File: src/hdl/wts_pkg.sv
// Shared types, constants and helpers for the wave-table sound channel.
package wts_pkg;

    // Field widths
    localparam int OP_W      = 3;
    localparam int ADDR_W    = 4;
    localparam int DATA_W    = 8;
    localparam int CYCLES_W  = 10;
    localparam int SAMPLE_W  = 5;

    // Control register file
    localparam int NUM_REGS  = 5;
    localparam int REG_IDX_W = 3;
    localparam logic [REG_IDX_W-1:0] REG_VOLUME  = 3'd2;
    localparam logic [REG_IDX_W-1:0] REG_LENGTH  = 3'd1;
    localparam logic [REG_IDX_W-1:0] REG_DAC     = 3'd0;
    localparam logic [REG_IDX_W-1:0] REG_FREQ_LO = 3'd3;
    localparam logic [REG_IDX_W-1:0] REG_FREQ_HI = 3'd4;
    localparam logic [DATA_W-1:0] REG_RESET [NUM_REGS] =
        '{8'h7F, 8'hFF, 8'h9F, 8'hBF, 8'h00};

    // Wave RAM
    localparam int WAVE_BYTES = 16;
    localparam int WAVE_AW    = $clog2(WAVE_BYTES);
    localparam int POS_W      = WAVE_AW + 1;

    // Channel timers
    localparam int LENGTH_W   = 9;
    localparam logic [LENGTH_W-1:0] LENGTH_FULL = 9'd256;
    localparam int COUNT_W    = 15;
    localparam logic [11:0] PERIOD_BASE = 12'd2048;
    localparam int TRIG_BIT   = 7;

    typedef enum logic [OP_W-1:0] {
        OP_REG_WRITE  = 3'd0,
        OP_WAVE_WRITE = 3'd1,
        OP_LENGTH     = 3'd2,
        OP_ADVANCE    = 3'd3,
        OP_REG_READ   = 3'd4,
        OP_WAVE_READ  = 3'd5
    } op_t;

    // Countdown reload: (2048 - period) * 4
    function automatic logic [COUNT_W-1:0] reload_value(
        input logic [DATA_W-1:0] freq_lo,
        input logic [DATA_W-1:0] freq_hi
    );
        logic [11:0] diff;
        diff = PERIOD_BASE - {1'b0, freq_hi[2:0], freq_lo};
        return {1'b0, diff, 2'b00};
    endfunction

endpackage

File: src/hdl/wts_if.sv
// Request and result channel interfaces of the wave-table sound channel.
interface wts_req_if;
    logic                           valid;
    logic                           ready;
    logic [wts_pkg::OP_W-1:0]       operation;
    logic [wts_pkg::ADDR_W-1:0]     address;
    logic [wts_pkg::DATA_W-1:0]     write_data;
    logic [wts_pkg::CYCLES_W-1:0]   cycle_count;

    modport source (output valid, operation, address, write_data, cycle_count,
                    input ready);
    modport sink   (input valid, operation, address, write_data, cycle_count,
                    output ready);
endinterface

interface wts_rsp_if;
    logic                               valid;
    logic                               ready;
    logic [wts_pkg::DATA_W-1:0]         read_data;
    logic signed [wts_pkg::SAMPLE_W-1:0] sample_numerator;
    logic                               channel_on;

    modport source (output valid, read_data, sample_numerator, channel_on,
                    input ready);
    modport sink   (input valid, read_data, sample_numerator, channel_on,
                    output ready);
endinterface

File: src/hdl/wave_table_sound_channel.sv
// Wave-table sound channel: control registers, wave RAM, timers and sample output.
//
// Usage
//   req carries one request per accept: a register write, wave RAM write,
//   length tick, advance by cycle_count, register read or wave RAM read.
//   rsp returns exactly one result per request, in order: read_data (0 unless
//   a read), sample_numerator (output level over 15) and channel_on, all
//   reflecting the channel state after that request.
// Timing
//   A request is captured in an input register, processed by one pass of logic
//   once the result stage is free and lands in the result register, which
//   drives rsp.valid. One request per cycle is sustained while rsp.ready is high;
//   the limit is one state update a clock.
// Reset
//   Control registers return to 7F FF 9F BF 00, wave RAM clears, the channel
//   is disabled and both stages are emptied.
// Back-pressure
//   While rsp.ready is low the result holds; the input register still takes
//   one more request, after which req.ready drops until the result drains.
module wave_table_sound_channel (
    input  logic        clk,
    input  logic        rst_n,
    wts_req_if.sink     req,
    wts_rsp_if.source   rsp
);

    // Input stage
    logic                               req_valid_reg;
    logic [wts_pkg::OP_W-1:0]           req_op_reg;
    logic [wts_pkg::ADDR_W-1:0]         req_addr_reg;
    logic [wts_pkg::DATA_W-1:0]         req_data_reg;
    logic [wts_pkg::CYCLES_W-1:0]       req_cycles_reg;

    // Result stage
    logic                               rsp_valid_reg;
    logic [wts_pkg::DATA_W-1:0]         rsp_data_reg;
    logic [wts_pkg::DATA_W-1:0]         rsp_data_next;
    logic [wts_pkg::SAMPLE_W-1:0]       rsp_sample_reg;
    logic [wts_pkg::SAMPLE_W-1:0]       rsp_sample_next;
    logic                               rsp_on_reg;

    // Channel state
    logic [wts_pkg::DATA_W-1:0]   ctrl_reg  [wts_pkg::NUM_REGS];
    logic [wts_pkg::DATA_W-1:0]   ctrl_next [wts_pkg::NUM_REGS];
    logic [wts_pkg::DATA_W-1:0]   wave_reg  [wts_pkg::WAVE_BYTES];
    logic [wts_pkg::DATA_W-1:0]   wave_next [wts_pkg::WAVE_BYTES];
    logic                         enabled_reg, enabled_next;
    logic                         dac_reg, dac_next;
    logic [wts_pkg::LENGTH_W-1:0] length_reg, length_next;
    logic [1:0]                   volume_reg, volume_next;
    logic [wts_pkg::POS_W-1:0]    position_reg, position_next;
    logic [wts_pkg::COUNT_W-1:0]  countdown_reg, countdown_next;
    logic [3:0]                   latch_reg, latch_next;

    logic                         process;
    logic [wts_pkg::POS_W-1:0]    position_inc;
    logic [wts_pkg::WAVE_AW-1:0]  wave_rd_idx;
    logic [wts_pkg::DATA_W-1:0]   wave_rd_byte;
    logic                         reg_addr_ok;
    logic [wts_pkg::REG_IDX_W-1:0] reg_idx;

    // Handshake: the input stage moves on when the result stage is free
    assign process   = req_valid_reg && (!rsp_valid_reg || rsp.ready);
    assign req.ready = !req_valid_reg || process;

    assign rsp.valid            = rsp_valid_reg;
    assign rsp.read_data        = rsp_data_reg;
    assign rsp.sample_numerator = rsp_sample_reg;
    assign rsp.channel_on       = rsp_on_reg;

    // Single wave RAM read port, shared by wave reads and sample steps
    assign position_inc = position_reg + 1'b1;
    assign wave_rd_idx  = (req_op_reg == wts_pkg::OP_WAVE_READ)
                        ? req_addr_reg[wts_pkg::WAVE_AW-1:0]
                        : position_inc[wts_pkg::POS_W-1:1];
    assign wave_rd_byte = wave_reg[wave_rd_idx];

    assign reg_addr_ok = (req_addr_reg < wts_pkg::ADDR_W'(wts_pkg::NUM_REGS));
    assign reg_idx     = req_addr_reg[wts_pkg::REG_IDX_W-1:0];

    // Operation decode and next state
    always_comb
    begin
        logic [3:0] level;
        logic [wts_pkg::SAMPLE_W-1:0] scaled;

        ctrl_next      = ctrl_reg;
        wave_next      = wave_reg;
        enabled_next   = enabled_reg;
        dac_next       = dac_reg;
        length_next    = length_reg;
        volume_next    = volume_reg;
        position_next  = position_reg;
        countdown_next = countdown_reg;
        latch_next     = latch_reg;
        rsp_data_next  = '0;

        case (req_op_reg)
            wts_pkg::OP_REG_WRITE:
            begin
                if (reg_addr_ok)
                begin
                    ctrl_next[reg_idx] = req_data_reg;
                    // Trigger: bit 7 written to register 4 with the DAC on
                    if (reg_idx == wts_pkg::REG_FREQ_HI && req_data_reg[wts_pkg::TRIG_BIT]
                        && ctrl_reg[wts_pkg::REG_DAC][wts_pkg::TRIG_BIT])
                    begin
                        dac_next       = 1'b1;
                        enabled_next   = 1'b1;
                        length_next    = {1'b0, ctrl_reg[wts_pkg::REG_LENGTH]};
                        volume_next    = ctrl_reg[wts_pkg::REG_VOLUME][6:5];
                        position_next  = wts_pkg::POS_W'(1);
                        countdown_next = wts_pkg::reload_value(
                            ctrl_reg[wts_pkg::REG_FREQ_LO], req_data_reg);
                    end
                end
            end
            wts_pkg::OP_WAVE_WRITE:
            begin
                wave_next[req_addr_reg[wts_pkg::WAVE_AW-1:0]] = req_data_reg;
            end
            wts_pkg::OP_LENGTH:
            begin
                if (length_reg < wts_pkg::LENGTH_FULL)
                begin
                    length_next = length_reg + 1'b1;
                    if (length_next == wts_pkg::LENGTH_FULL)
                    begin
                        enabled_next = 1'b0;
                        ctrl_next[wts_pkg::REG_FREQ_HI][wts_pkg::TRIG_BIT] = 1'b0;
                    end
                end
            end
            wts_pkg::OP_ADVANCE:
            begin
                if (enabled_reg)
                begin
                    if ({5'd0, req_cycles_reg} >= countdown_reg)
                    begin
                        countdown_next = wts_pkg::reload_value(
                            ctrl_reg[wts_pkg::REG_FREQ_LO], ctrl_reg[wts_pkg::REG_FREQ_HI]);
                        position_next  = position_inc;
                        // Upper nibble on even positions
                        latch_next     = position_inc[0] ? wave_rd_byte[3:0]
                                                         : wave_rd_byte[7:4];
                    end
                    else
                    begin
                        countdown_next = countdown_reg - {5'd0, req_cycles_reg};
                    end
                end
            end
            wts_pkg::OP_REG_READ:
            begin
                rsp_data_next = reg_addr_ok ? ctrl_reg[reg_idx] : '0;
            end
            wts_pkg::OP_WAVE_READ:
            begin
                rsp_data_next = wave_rd_byte;
            end
            default:
            begin
                rsp_data_next = '0;
            end
        endcase

        // Output level from the updated state
        case (volume_next)
            2'd2:    level = {1'b0, latch_next[3:1]};
            2'd3:    level = {2'b00, latch_next[3:2]};
            default: level = latch_next;
        endcase
        scaled = {level, 1'b0} - wts_pkg::SAMPLE_W'(15);

        if (!dac_next)
            rsp_sample_next = '0;
        else if (!enabled_next)
            rsp_sample_next = wts_pkg::SAMPLE_W'(15);
        else if (volume_next == 2'd0)
            rsp_sample_next = '0;
        else
            rsp_sample_next = scaled;
    end

    // Input register
    always_ff @(posedge clk or negedge rst_n)
    begin
        if (!rst_n)
        begin
            req_valid_reg <= 1'b0;
        end
        else if (req.ready)
        begin
            req_valid_reg <= req.valid;
        end
    end

    always_ff @(posedge clk)
    begin
        if (req.valid && req.ready)
        begin
            req_op_reg     <= req.operation;
            req_addr_reg   <= req.address;
            req_data_reg   <= req.write_data;
            req_cycles_reg <= req.cycle_count;
        end
    end

    // Channel state and result register
    always_ff @(posedge clk or negedge rst_n)
    begin
        if (!rst_n)
        begin
            ctrl_reg      <= wts_pkg::REG_RESET;
            for (int i = 0; i < wts_pkg::WAVE_BYTES; i++)
            begin
                wave_reg[i] <= '0;
            end
            enabled_reg   <= 1'b0;
            dac_reg       <= 1'b0;
            length_reg    <= wts_pkg::LENGTH_FULL;
            volume_reg    <= '0;
            position_reg  <= wts_pkg::POS_W'(1);
            countdown_reg <= '0;
            latch_reg     <= '0;
            rsp_valid_reg <= 1'b0;
        end
        else
        begin
            if (process)
            begin
                ctrl_reg      <= ctrl_next;
                wave_reg      <= wave_next;
                enabled_reg   <= enabled_next;
                dac_reg       <= dac_next;
                length_reg    <= length_next;
                volume_reg    <= volume_next;
                position_reg  <= position_next;
                countdown_reg <= countdown_next;
                latch_reg     <= latch_next;
                rsp_valid_reg <= 1'b1;
            end
            else if (rsp.ready)
            begin
                rsp_valid_reg <= 1'b0;
            end
        end
    end

    always_ff @(posedge clk)
    begin
        if (process)
        begin
            rsp_data_reg   <= rsp_data_next;
            rsp_sample_reg <= rsp_sample_next;
            rsp_on_reg     <= enabled_next;
        end
    end

endmodule
File: src/flat_wrapper.sv
// flat-port wrapper written by rule: the top's interface ports become plain ports
module wave_table_sound_channel_flat 
  (clk, rst_n, req_valid, req_operation, req_address, req_write_data, req_cycle_count, req_ready, rsp_valid, rsp_read_data, rsp_sample_numerator, rsp_channel_on, rsp_ready);
  wts_req_if req_i ();
  wts_rsp_if rsp_i ();
  input  logic clk;
  input  logic rst_n;
  input wire logic [$bits(req_i.valid)-1:0] req_valid;
  input wire logic [$bits(req_i.operation)-1:0] req_operation;
  input wire logic [$bits(req_i.address)-1:0] req_address;
  input wire logic [$bits(req_i.write_data)-1:0] req_write_data;
  input wire logic [$bits(req_i.cycle_count)-1:0] req_cycle_count;
  output wire logic [$bits(req_i.ready)-1:0] req_ready;
  output wire logic [$bits(rsp_i.valid)-1:0] rsp_valid;
  output wire logic [$bits(rsp_i.read_data)-1:0] rsp_read_data;
  output wire logic [$bits(rsp_i.sample_numerator)-1:0] rsp_sample_numerator;
  output wire logic [$bits(rsp_i.channel_on)-1:0] rsp_channel_on;
  input wire logic [$bits(rsp_i.ready)-1:0] rsp_ready;
  assign req_i.valid = req_valid;
  assign req_i.operation = req_operation;
  assign req_i.address = req_address;
  assign req_i.write_data = req_write_data;
  assign req_i.cycle_count = req_cycle_count;
  assign req_ready = req_i.ready;
  assign rsp_valid = rsp_i.valid;
  assign rsp_read_data = rsp_i.read_data;
  assign rsp_sample_numerator = rsp_i.sample_numerator;
  assign rsp_channel_on = rsp_i.channel_on;
  assign rsp_i.ready = rsp_ready;
  wave_table_sound_channel u_core (.clk(clk), .rst_n(rst_n), .req(req_i), .rsp(rsp_i));
endmodule
File: config.mk
export PLATFORM = sky130hd
export DESIGN_NAME = wave_table_sound_channel_flat
export DESIGN_NICKNAME = d
export VERILOG_FILES = /design/src/hdl/wts_pkg.sv /design/src/hdl/wts_if.sv /design/src/hdl/wave_table_sound_channel.sv /design/src/flat_wrapper.sv
export SDC_FILE = /design/constraint.sdc
export NUM_CORES = 1
export LEC_CHECK = 0
export BUFFER_PORTS_ARGS = -buffer_cell sky130_fd_sc_hd__buf_2
export CORE_ASPECT_RATIO = 0.8
export CORE_MARGIN = 3
export CORE_UTILIZATION = 40
export DETAILED_ROUTE_END_ITERATION = 10
export PLACE_DENSITY_LB_ADDON = 0.3
export SYNTH_ARGS = -nofsm -noshare
export SYNTH_HDL_FRONTEND = slang
export SYNTH_SLANG_ARGS = --single-unit
File: constraint.sdc
create_clock -name clk -period 8.05 [get_ports clk]
set_input_delay 1.61 -clock clk [delete_from_list [all_inputs] [get_ports clk]]
set_output_delay 1.61 -clock clk [all_outputs]
set_load 0.05 [all_outputs]
==> impl_metrics.yaml, run 1 <==
run_status:
  status: "finished, final reports clean"
timing:
  finalCriticalPeriod_ps: 3970
  finalSetupViolations: 0
  fmax_mhz: 252
  hold_slack_ps: 482
  post-route-period-util_pct: 49.3
  worst_pin_slew_ps: 1240
  hold_viol: 0
  slew_headroom_pct: 15.6
  tns_ps: 0
  maxSlewViolCount: 0
  rsz0062_at_grt: "false"
  finalClockSkew_ps: 20.7
detailed_routing:
  drt-wirelength-per-cell_um: 20.8
  drcViolationCount: 0
  drt_wl_total_um: 31000
  via_per_inst: 5.63
  antenna_left: 0
  drt_iter0_drc: 717
  num_vias: 8375
  dr.pass1.iters: 5
die:
  die_x_um: 202
  core_area_um2: 29700
  start_util_pct: 41.2
  die_y_um: 163
  io_pins: 45
  row_count: 56
  die_area_um2: 32800
clock_tree:
  ctsLongestPathBuffers: 3
  post_cts.repair.setup_buffers: 0
  path_clk_slew_ps: 60
  htreeDepth: 1
  cts_root_buf: "clkbuf_16"
  ctsResizeCount: 0
  cts_made_buffers: 26
  clk-insertion-delay-late_ps: 550
  cts_hold_buf: 0
  cts_tree: "done"
  cts.sinks: 246
setup_path:
  slowest_stage: "a21oi_2"
  critPathArrivalTime_ps: 4250
  path_depth: 10
  crit_chain: "ha_1 -> nand3_1 -> xor2_1 -> a21oi_2 -> nand4_1 -> a41oi_1 -> a31oi_1 -> a221oi_1 -> o31a_1 -> a31oi_1"
  crit_family: "compound AO/OA/AOI/OAI gates"
  worstPathRequired_ps: 8330
  worstSetupStartpointType: "register"
  rrSetupSlack_ps: 4080
  cp.buffers_inverters: 0
  slowest_delay_ps: 770
  path_common_cell: "a31oi_1"
  crit_path_end_kind: "register"
  critical_path_class: "register to register"
  crit_path_end: "u_core.rsp.sample_numerator[2]"
  r2r_end: "u_core.rsp.sample_numerator[2]"
  r2r_start: "u_core.position_reg[0]"
  critPathMaxFanout: 15
  ff2ff_path_depth: 10
  startpoint: "u_core.position_reg[0]"
place:
  hpwlAfterDp_um: 20700
  gp_congestion: 0.858
  port_buffers: 44
worst_hold_path:
  hold_path.class: "register to register"
  hold_depth: 1
global_routing:
  track_usage_pct: 18.9
  gr-total-overflow: 0
  grt_pass1_vias: 7978
  grt_pass1_wl_um: 48400
  grt_max_degree: 81
  antenna_found_initial: 0
power:
  power.density_nw_per_um2: 214
  ir_worst_vdd_mv: 0.126
  p_leak_uw: 0.00602
synth:
  syn_avg_cell_area_um2: 11.8
  yosysWarningCount: 0
  synth_area_leaders: "dfrtp_1, mux2_2, edfxtp_1"
  postSynthCellCount: 1038
  synthArstFlopShare_pct: 84.1
  synth_cell_types: 64
  ys_seq_area_share_pct: 52.1
  synth_edf_count: 39
  synth_nets: 1081
  yosysTopAreaCellShare_pct: 36.2
  synth_largest_area_cell: "dfrtp_1"
  synth.cell_area_um2: 12300
  ys_seq_elements: 246
  ys.flop_type: "dfrtp_1"
cells_and_area:
  final_common_cell: "dfrtp_1"
  fin_nets: 1105
  largest_register_ffs: 128
  areaGrowthSynthToFinish_pct: 11.0
  fill_cells: 2762
  diodes: 0
  drive_gt1_share_pct: 29.4
  layout_common_cells: "dfrtp_1, mux2_2, nand2_1"
flow_run:
  drv_cap: 0
final cells by class:
cell class / count / area (um2) / share of cell area, %
tap: 406 / 508 / 3.73
multi-input combinational: 716 / 5510 / 40.5
inverter: 21 / 78.8 / 0.579
timing repair buffer: 51 / 282 / 2.07
clock buffer: 45 / 793 / 5.83
clock inverter: 3 / 43.8 / 0.322
sequential: 246 / 6390 / 47.0
per-stage QoR:
stage / area [um2] / util, % / instances / worst slack [ps] / power, uW
global placement: 12800 / 43.0 / 1440 / 3710 / 1730
finish: 13600 / 45.8 / 1488 / 4080 / 2910
global route: 13600 / 45.8 / 1488 / 3800 / 3030
detailed placement: 12800 / 43.0 / 1440 / 3630 / 1740
floorplan: 12300 / - / 1038 / 4350 / 1630
CTS: 13600 / 45.8 / 1488 / 4160 / 2940
synth_stat cells (6+ instances only):
cell type,count
buf_6,7
dfstp_2,30
mux2i_1,21
nand3b_1,7
a31oi_1,13
nand3_1,33
a21oi_1,39
mux2_2,167
nand2b_1,9
mux4_1,6
nand2_1,134
o22ai_1,8
dfrtp_1,177
a22oi_1,16
ha_1,13
nand4_1,12
buf_2,11
xor2_1,11
o21ai_0,42
a21o_1,13
clkbuf_1,30
xnor2_1,10
edfxtp_1,39
mux4_2,17
nor2_1,60
nor3_1,16
inv_1,21
cell families (layout without fill, tap and decap cells):
logic type	Yosys count	after routing	synth area share, %
DFF	246	246	52.1
adders and majority gates	14	14	1.49
AOI/OAI and AO/OA	162	162	8.32
buffers and inverters	76	120	2.93
and+or+nand+nor	303	303	11.4
xor gates and xnor gates	22	22	1.63
muxes	215	215	22.1
per-layer routing:
layer / share of wire (%) / global-route usage [%] / vias to the layer above
met3: 6.6 / 3.80 / 40
met5: 0 / 0 / -
met4: 1.8 / 3.74 / 0
met1: 51 / 30.4 / 4238
li1: - / - / 3828
met2: 40 / 26.3 / 269
worst min-delay path by stage:
stage,startpoint,endpoint,slack [ps]
after CTS,u_core.latch_reg[1],u_core.latch_reg[1],480
after detailed placement,u_core.latch_reg[1],u_core.latch_reg[1],470
after floorplan,u_core.ctrl_reg[7],u_core.ctrl_reg[7],440
after global routing,u_core.latch_reg[1],u_core.latch_reg[1],500
final,u_core.dac_reg,u_core.dac_reg,480
after global placement,u_core.latch_reg[1],u_core.latch_reg[1],460
where the power goes:
group | internal (uW) | switching [uW] | total [uW]
Sequential | 1360 | 75.2 | 1440
Clock | 697 | 495 | 1190
Combinational | 119 | 160 | 279
Total | 2180 | 730 | 2910
No activity file was read; power rests on OpenSTA's default activity.
==> run 2: changes to the inputs <==
==> constraint.sdc (replaced) <==
create_clock -name clk -period 4.05 [get_ports clk]
set_input_delay 0.81 -clock clk [delete_from_list [all_inputs] [get_ports clk]]
set_output_delay 0.81 -clock clk [all_outputs]
set_load 0.05 [all_outputs]
==> run 2 against run 1 <==
  * Utilization is 0.87 points higher
  * Critical path type unchanged
  * Critical endpoint unchanged
  * Die area unchanged
  * Sequential cell count stayed put
==> impl_metrics.yaml, run 2 (synthesis results as in run 1) <==
global_routing:
  grt_pass1_vias: 8376
  grt_pass1_wl_um: 49800
  grt_max_degree: 112
  track_usage_pct: 19.2
  antenna_found_initial: 0
  gr-total-overflow: 0
run_status:
  status: "finished, final reports clean"
clock_tree:
  htreeDepth: 1
  ctsLongestPathBuffers: 3
  cts_tree: "done"
  ctsResizeCount: 0
  cts_hold_buf: 0
  cts_root_buf: "clkbuf_16"
  post_cts.repair.setup_buffers: 0
  cts_made_buffers: 26
  cts.sinks: 246
  clk-insertion-delay-late_ps: 530
  path_clk_slew_ps: 60
place:
  gp_congestion: 0.877
  hpwlAfterDp_um: 21300
  place_area_um2: 13000
  port_buffers: 44
die:
  die_x_um: 202
  row_count: 56
  die_area_um2: 32800
  start_util_pct: 41.2
  core_area_um2: 29700
  io_pins: 45
  die_y_um: 163
setup_path:
  ff2ff_path_depth: 10
  path_common_cell: "a31oi_1"
  critPathMaxFanout: 13
  critPathArrivalTime_ps: 3830
  r2r_start: "u_core.position_reg[0]"
  critical_path_class: "register to register"
  path_depth: 10
  rrSetupSlack_ps: 490
  crit_path_end_kind: "register"
  cp.buffers_inverters: 0
  slowest_delay_ps: 670
  crit_chain: "ha_1 -> nand3_1 -> xor2_1 -> a21o_1 -> nand4_1 -> a41oi_1 -> a31oi_1 -> a221oi_1 -> o31a_1 -> a31oi_1"
  slowest_stage: "dfstp_2"
  worstPathRequired_ps: 4320
  worstSetupStartpointType: "register"
  r2r_end: "u_core.rsp.sample_numerator[2]"
  crit_family: "compound AO/OA/AOI/OAI gates"
detailed_routing:
  drt_iter0_drc: 702
  drt-wirelength-per-cell_um: 20.6
  drt_wl_total_um: 31200
  num_vias: 8514
  antenna_left: 0
  dr.pass1.iters: 5
  drcViolationCount: 0
  via_per_inst: 5.62
power:
  finalPower_uw: 5840
  p_leak_uw: 0.00619
  power.density_nw_per_um2: 422
  ir_worst_vdd_mv: 0.271
timing:
  post-route-period-util_pct: 87.9
  worst_pin_slew_ps: 1260
  rsz0062_at_grt: "false"
  finalSetupViolations: 0
  hold_viol: 0
  fmax_mhz: 281
  maxSlewViolCount: 0
  tns_ps: 0
  finalCriticalPeriod_ps: 3560
  finalClockSkew_ps: 15.1
  slew_headroom_pct: 15.4
cells_and_area:
  final_cell_area_um2: 13900
  largest_register_ffs: 128
  fill_cells: 2730
  final_common_cell: "dfrtp_1"
  drive_gt1_share_pct: 31.2
  layout_common_cells: "dfrtp_1, mux2_2, nand2_1"
  areaGrowthSynthToFinish_pct: 13.1
  fin_nets: 1132
  diodes: 0
flow_run:
  drv_cap: 0
worst_hold_path:
  hold_path.class: "primary input to async pin"
==> run 2: cell count changes in the layout (fill, tap and decap cells not counted), sizes merged <==
cell,before,now
clkinv,2,5
bufinv,1,2
clkbuf,46,42
buf,50,77
==> run 2: worst max-delay path by stage <==
stage / start / endpoint / slack [ps]
global placement: u_core.position_reg[0] / u_core.rsp.sample_numerator[3] / 660
detailed placement: u_core.position_reg[0] / u_core.rsp.sample_numerator[2] / 590
floorplan: u_core.position_reg[0] / u_core.rsp.sample_numerator[2] / 1280
CTS: u_core.position_reg[0] / u_core.rsp.sample_numerator[2] / 580
global route: u_core.position_reg[0] / u_core.rsp.sample_numerator[2] / 210
finish: u_core.position_reg[0] / u_core.rsp.sample_numerator[2] / 490
==> run 2: layer usage <==
layer	vias to the layer above	global-route usage, %	share of wire (%)
met5	-	0	0
met4	0	4.22	1.8
met3	39	3.42	6.3
met2	242	27.6	42
met1	4347	30.4	50
li1	3886	-	-
==> run 2: power breakdown <==
part | internal (uW) | total, uW | switching [uW]
clock network | 1460 | 2430 | 967
registers | 2710 | 2870 | 156
logic | 246 | 551 | 305
total | 4420 | 5840 | 1430
==> run 2: per-stage QoR <==
step | cells | hold WS, ps | utilization, % | worst slack [ps]
final | 1515 | 386 | 46.7 | 490
after global routing | 1515 | 434 | 46.7 | 205
after CTS | 1515 | 435 | 46.7 | 577
after detailed placement | 1467 | 470 | 43.7 | 589
after global placement | 1467 | 461 | 43.7 | 659
after floorplan | 1038 | 439 | - | 1280
==> run 2: cell type report <==
cell class              count  area [um2]  share of cell area (%)
clock buffers              41         790                    5.70
clock inverters             7        82.6                   0.596
inverters                  21        78.8                   0.569
multi-input cells         716        5500                    39.7
flip-flops and latches    246        6390                    46.1
well taps                 406         508                    3.66
repair buffers             78         509                    3.67
==> run 3: changes to the inputs <==
--- a/config.mk
+++ b/config.mk
@@ -7,7 +7,7 @@
 export LEC_CHECK = 0
 export BUFFER_PORTS_ARGS = -buffer_cell sky130_fd_sc_hd__buf_2
 export CORE_ASPECT_RATIO = 0.8
-export CORE_MARGIN = 3
+export CORE_MARGIN = 2
 export CORE_UTILIZATION = 40
 export DETAILED_ROUTE_END_ITERATION = 10
 export PLACE_DENSITY_LB_ADDON = 0.3
==> run 3 against run 2 <==
  * Sequential power is essentially flat
  * Via count shrank 0.96%
  * Global-route usage is 0.92 points higher
==> impl_metrics.yaml, run 3 (synthesis results as in run 1) <==
clock_tree:
  htreeDepth: 1
  ctsLongestPathBuffers: 3
  cts_made_buffers: 25
  cts_tree: "done"
  ctsResizeCount: 0
  path_clk_slew_ps: 60
  cts.sinks: 246
  post_cts.repair.setup_buffers: 0
  clk-insertion-delay-late_ps: 540
  cts_root_buf: "clkbuf_16"
  cts_hold_buf: 0
timing:
  hold_viol: 0
  post-route-period-util_pct: 88.3
  finalCriticalPeriod_ps: 3570
  tns_ps: 0
  slew_headroom_pct: 32.0
  finalSetupViolations: 0
  rsz0062_at_grt: "false"
  fmax_mhz: 280
  maxSlewViolCount: 0
  finalClockSkew_ps: 8.44
  worst_pin_slew_ps: 1020
global_routing:
  grt_max_degree: 98
  gr-total-overflow: 0
  grt_pass1_wl_um: 49100
  grt_pass1_vias: 8184
  antenna_found_initial: 1
  track_usage_pct: 20.2
setup_path:
  critical_path_class: "register to register"
  ff2ff_path_depth: 10
  slowest_stage: "dfstp_2"
  rrSetupSlack_ps: 480
  startpoint: "u_core.position_reg[0]"
  crit_path_end_kind: "register"
  crit_chain: "ha_1 -> nand3_1 -> xor2_1 -> a21o_1 -> nand4_1 -> a41oi_1 -> a31oi_1 -> a221oi_1 -> o31a_1 -> a31oi_1"
  critPathMaxFanout: 13
  r2r_start: "u_core.position_reg[0]"
  path_common_cell: "a31oi_1"
  slowest_delay_ps: 670
  r2r_end: "u_core.rsp.sample_numerator[2]"
  crit_path_end: "u_core.rsp.sample_numerator[2]"
  worstSetupStartpointType: "register"
  worstPathRequired_ps: 4330
  critPathArrivalTime_ps: 3850
detailed_routing:
  antenna_left: 0
  drt_iter0_drc: 766
  drcViolationCount: 0
  num_vias: 8432
  drt_wl_total_um: 31600
  via_per_inst: 5.54
  dr.pass1.iters: 6
  drt-wirelength-per-cell_um: 20.8
die:
  io_pins: 45
  die_x_um: 200
  die_y_um: 161
  core_area_um2: 30200
  start_util_pct: 40.5
  row_count: 57
  die_area_um2: 32100
cells_and_area:
  fin_cells: 1522
  fin_nets: 1134
  areaGrowthSynthToFinish_pct: 13.4
  final_common_cell: "dfrtp_1"
  layout_common_cells: "dfrtp_1, mux2_2, nand2_1"
  diodes: 0
  fill_cells: 2781
  largest_register_ffs: 128
  drive_gt1_share_pct: 32.0
worst_hold_path:
  hold_path.class: "primary input to async pin"
run_status:
  status: "finished, final reports clean"
power:
  power.density_nw_per_um2: 424
  p_leak_uw: 0.00621
  ir_worst_vdd_mv: 0.293
place:
  gp_congestion: 0.898
  port_buffers: 44
  hpwlAfterDp_um: 21600
  place_inst: 1477
flow_run:
  drv_cap: 0
-- run 3: cell types whose count changed in the layout (fill, tap and decap cells not counted), sizes merged --
cell    before  now
buf         77   80
bufinv       2    3
clkbuf      42   36
clkinv       5    7
-- run 3: worst min path at each step --
stage | startpoint | endpoint | cells past startpoint
detailed placement | u_core.latch_reg[1] | u_core.latch_reg[1] | 2
global placement | u_core.latch_reg[1] | u_core.latch_reg[1] | 2
CTS | rst_n | u_core.length_reg[5] | 1
floorplan | u_core.ctrl_reg[7] | u_core.ctrl_reg[7] | 2
finish | rst_n | u_core.length_reg[5] | 1
global route | rst_n | u_core.length_reg[5] | 1
-- run 3: metrics by stage --
| stage | area, um2 | utilization (%) | hold slack (ps) | setup WS [ps] | power [uW] |
|---|---|---|---|---|---|
| after floorplan | 12300 | - | 439 | 1280 | 3250 |
| after global placement | 13000 | 43.0 | 457 | 666 | 3450 |
| after detailed placement | 13000 | 43.0 | 459 | 522 | 3460 |
| after CTS | 13900 | 45.9 | 284 | 508 | 5940 |
| after global routing | 13900 | 45.9 | 304 | 227 | 6120 |
| final | 13900 | 45.9 | 266 | 475 | 5880 |
-- run 3: layer usage --
metal	vias to the layer above	track usage [%]	share of wire, %
li1	3872	-	-
met1	4268	31.1	49
met2	248	28.3	41
met3	44	5.00	7.6
met4	0	4.81	1.9
met5	-	0	0
-- run 3: final cells by class --
type | count | area, um2 | area share [%]
Clock buffer | 35 | 754 | 5.43
Timing Repair Buffer | 81 | 519 | 3.74
Inverter | 21 | 78.8 | 0.568
Clock inverter | 10 | 125 | 0.901
Tap cell | 413 | 517 | 3.72
Multi-Input combinational cell | 716 | 5500 | 39.6
Sequential cell | 246 | 6390 | 46.0
-- run 3: worst max-delay path: cells and delay by family, from the launching register on --
kind / cells / cell delay (ps)
AO/OA/AOI/OAI: 6 / 1810
flip-flops: 1 / 670
adder cells (fa/ha/maj): 1 / 300
XOR/XNOR: 1 / 270
AND/OR/NAND/NOR: 2 / 260
-- run 3: power by group --
| part | internal [uW] | switching [uW] | total, uW |
|---|---|---|---|
| sequential | 2710 | 162 | 2870 |
| combinational | 245 | 304 | 549 |
| clock | 1480 | 977 | 2460 |
| total | 4440 | 1440 | 5880 |
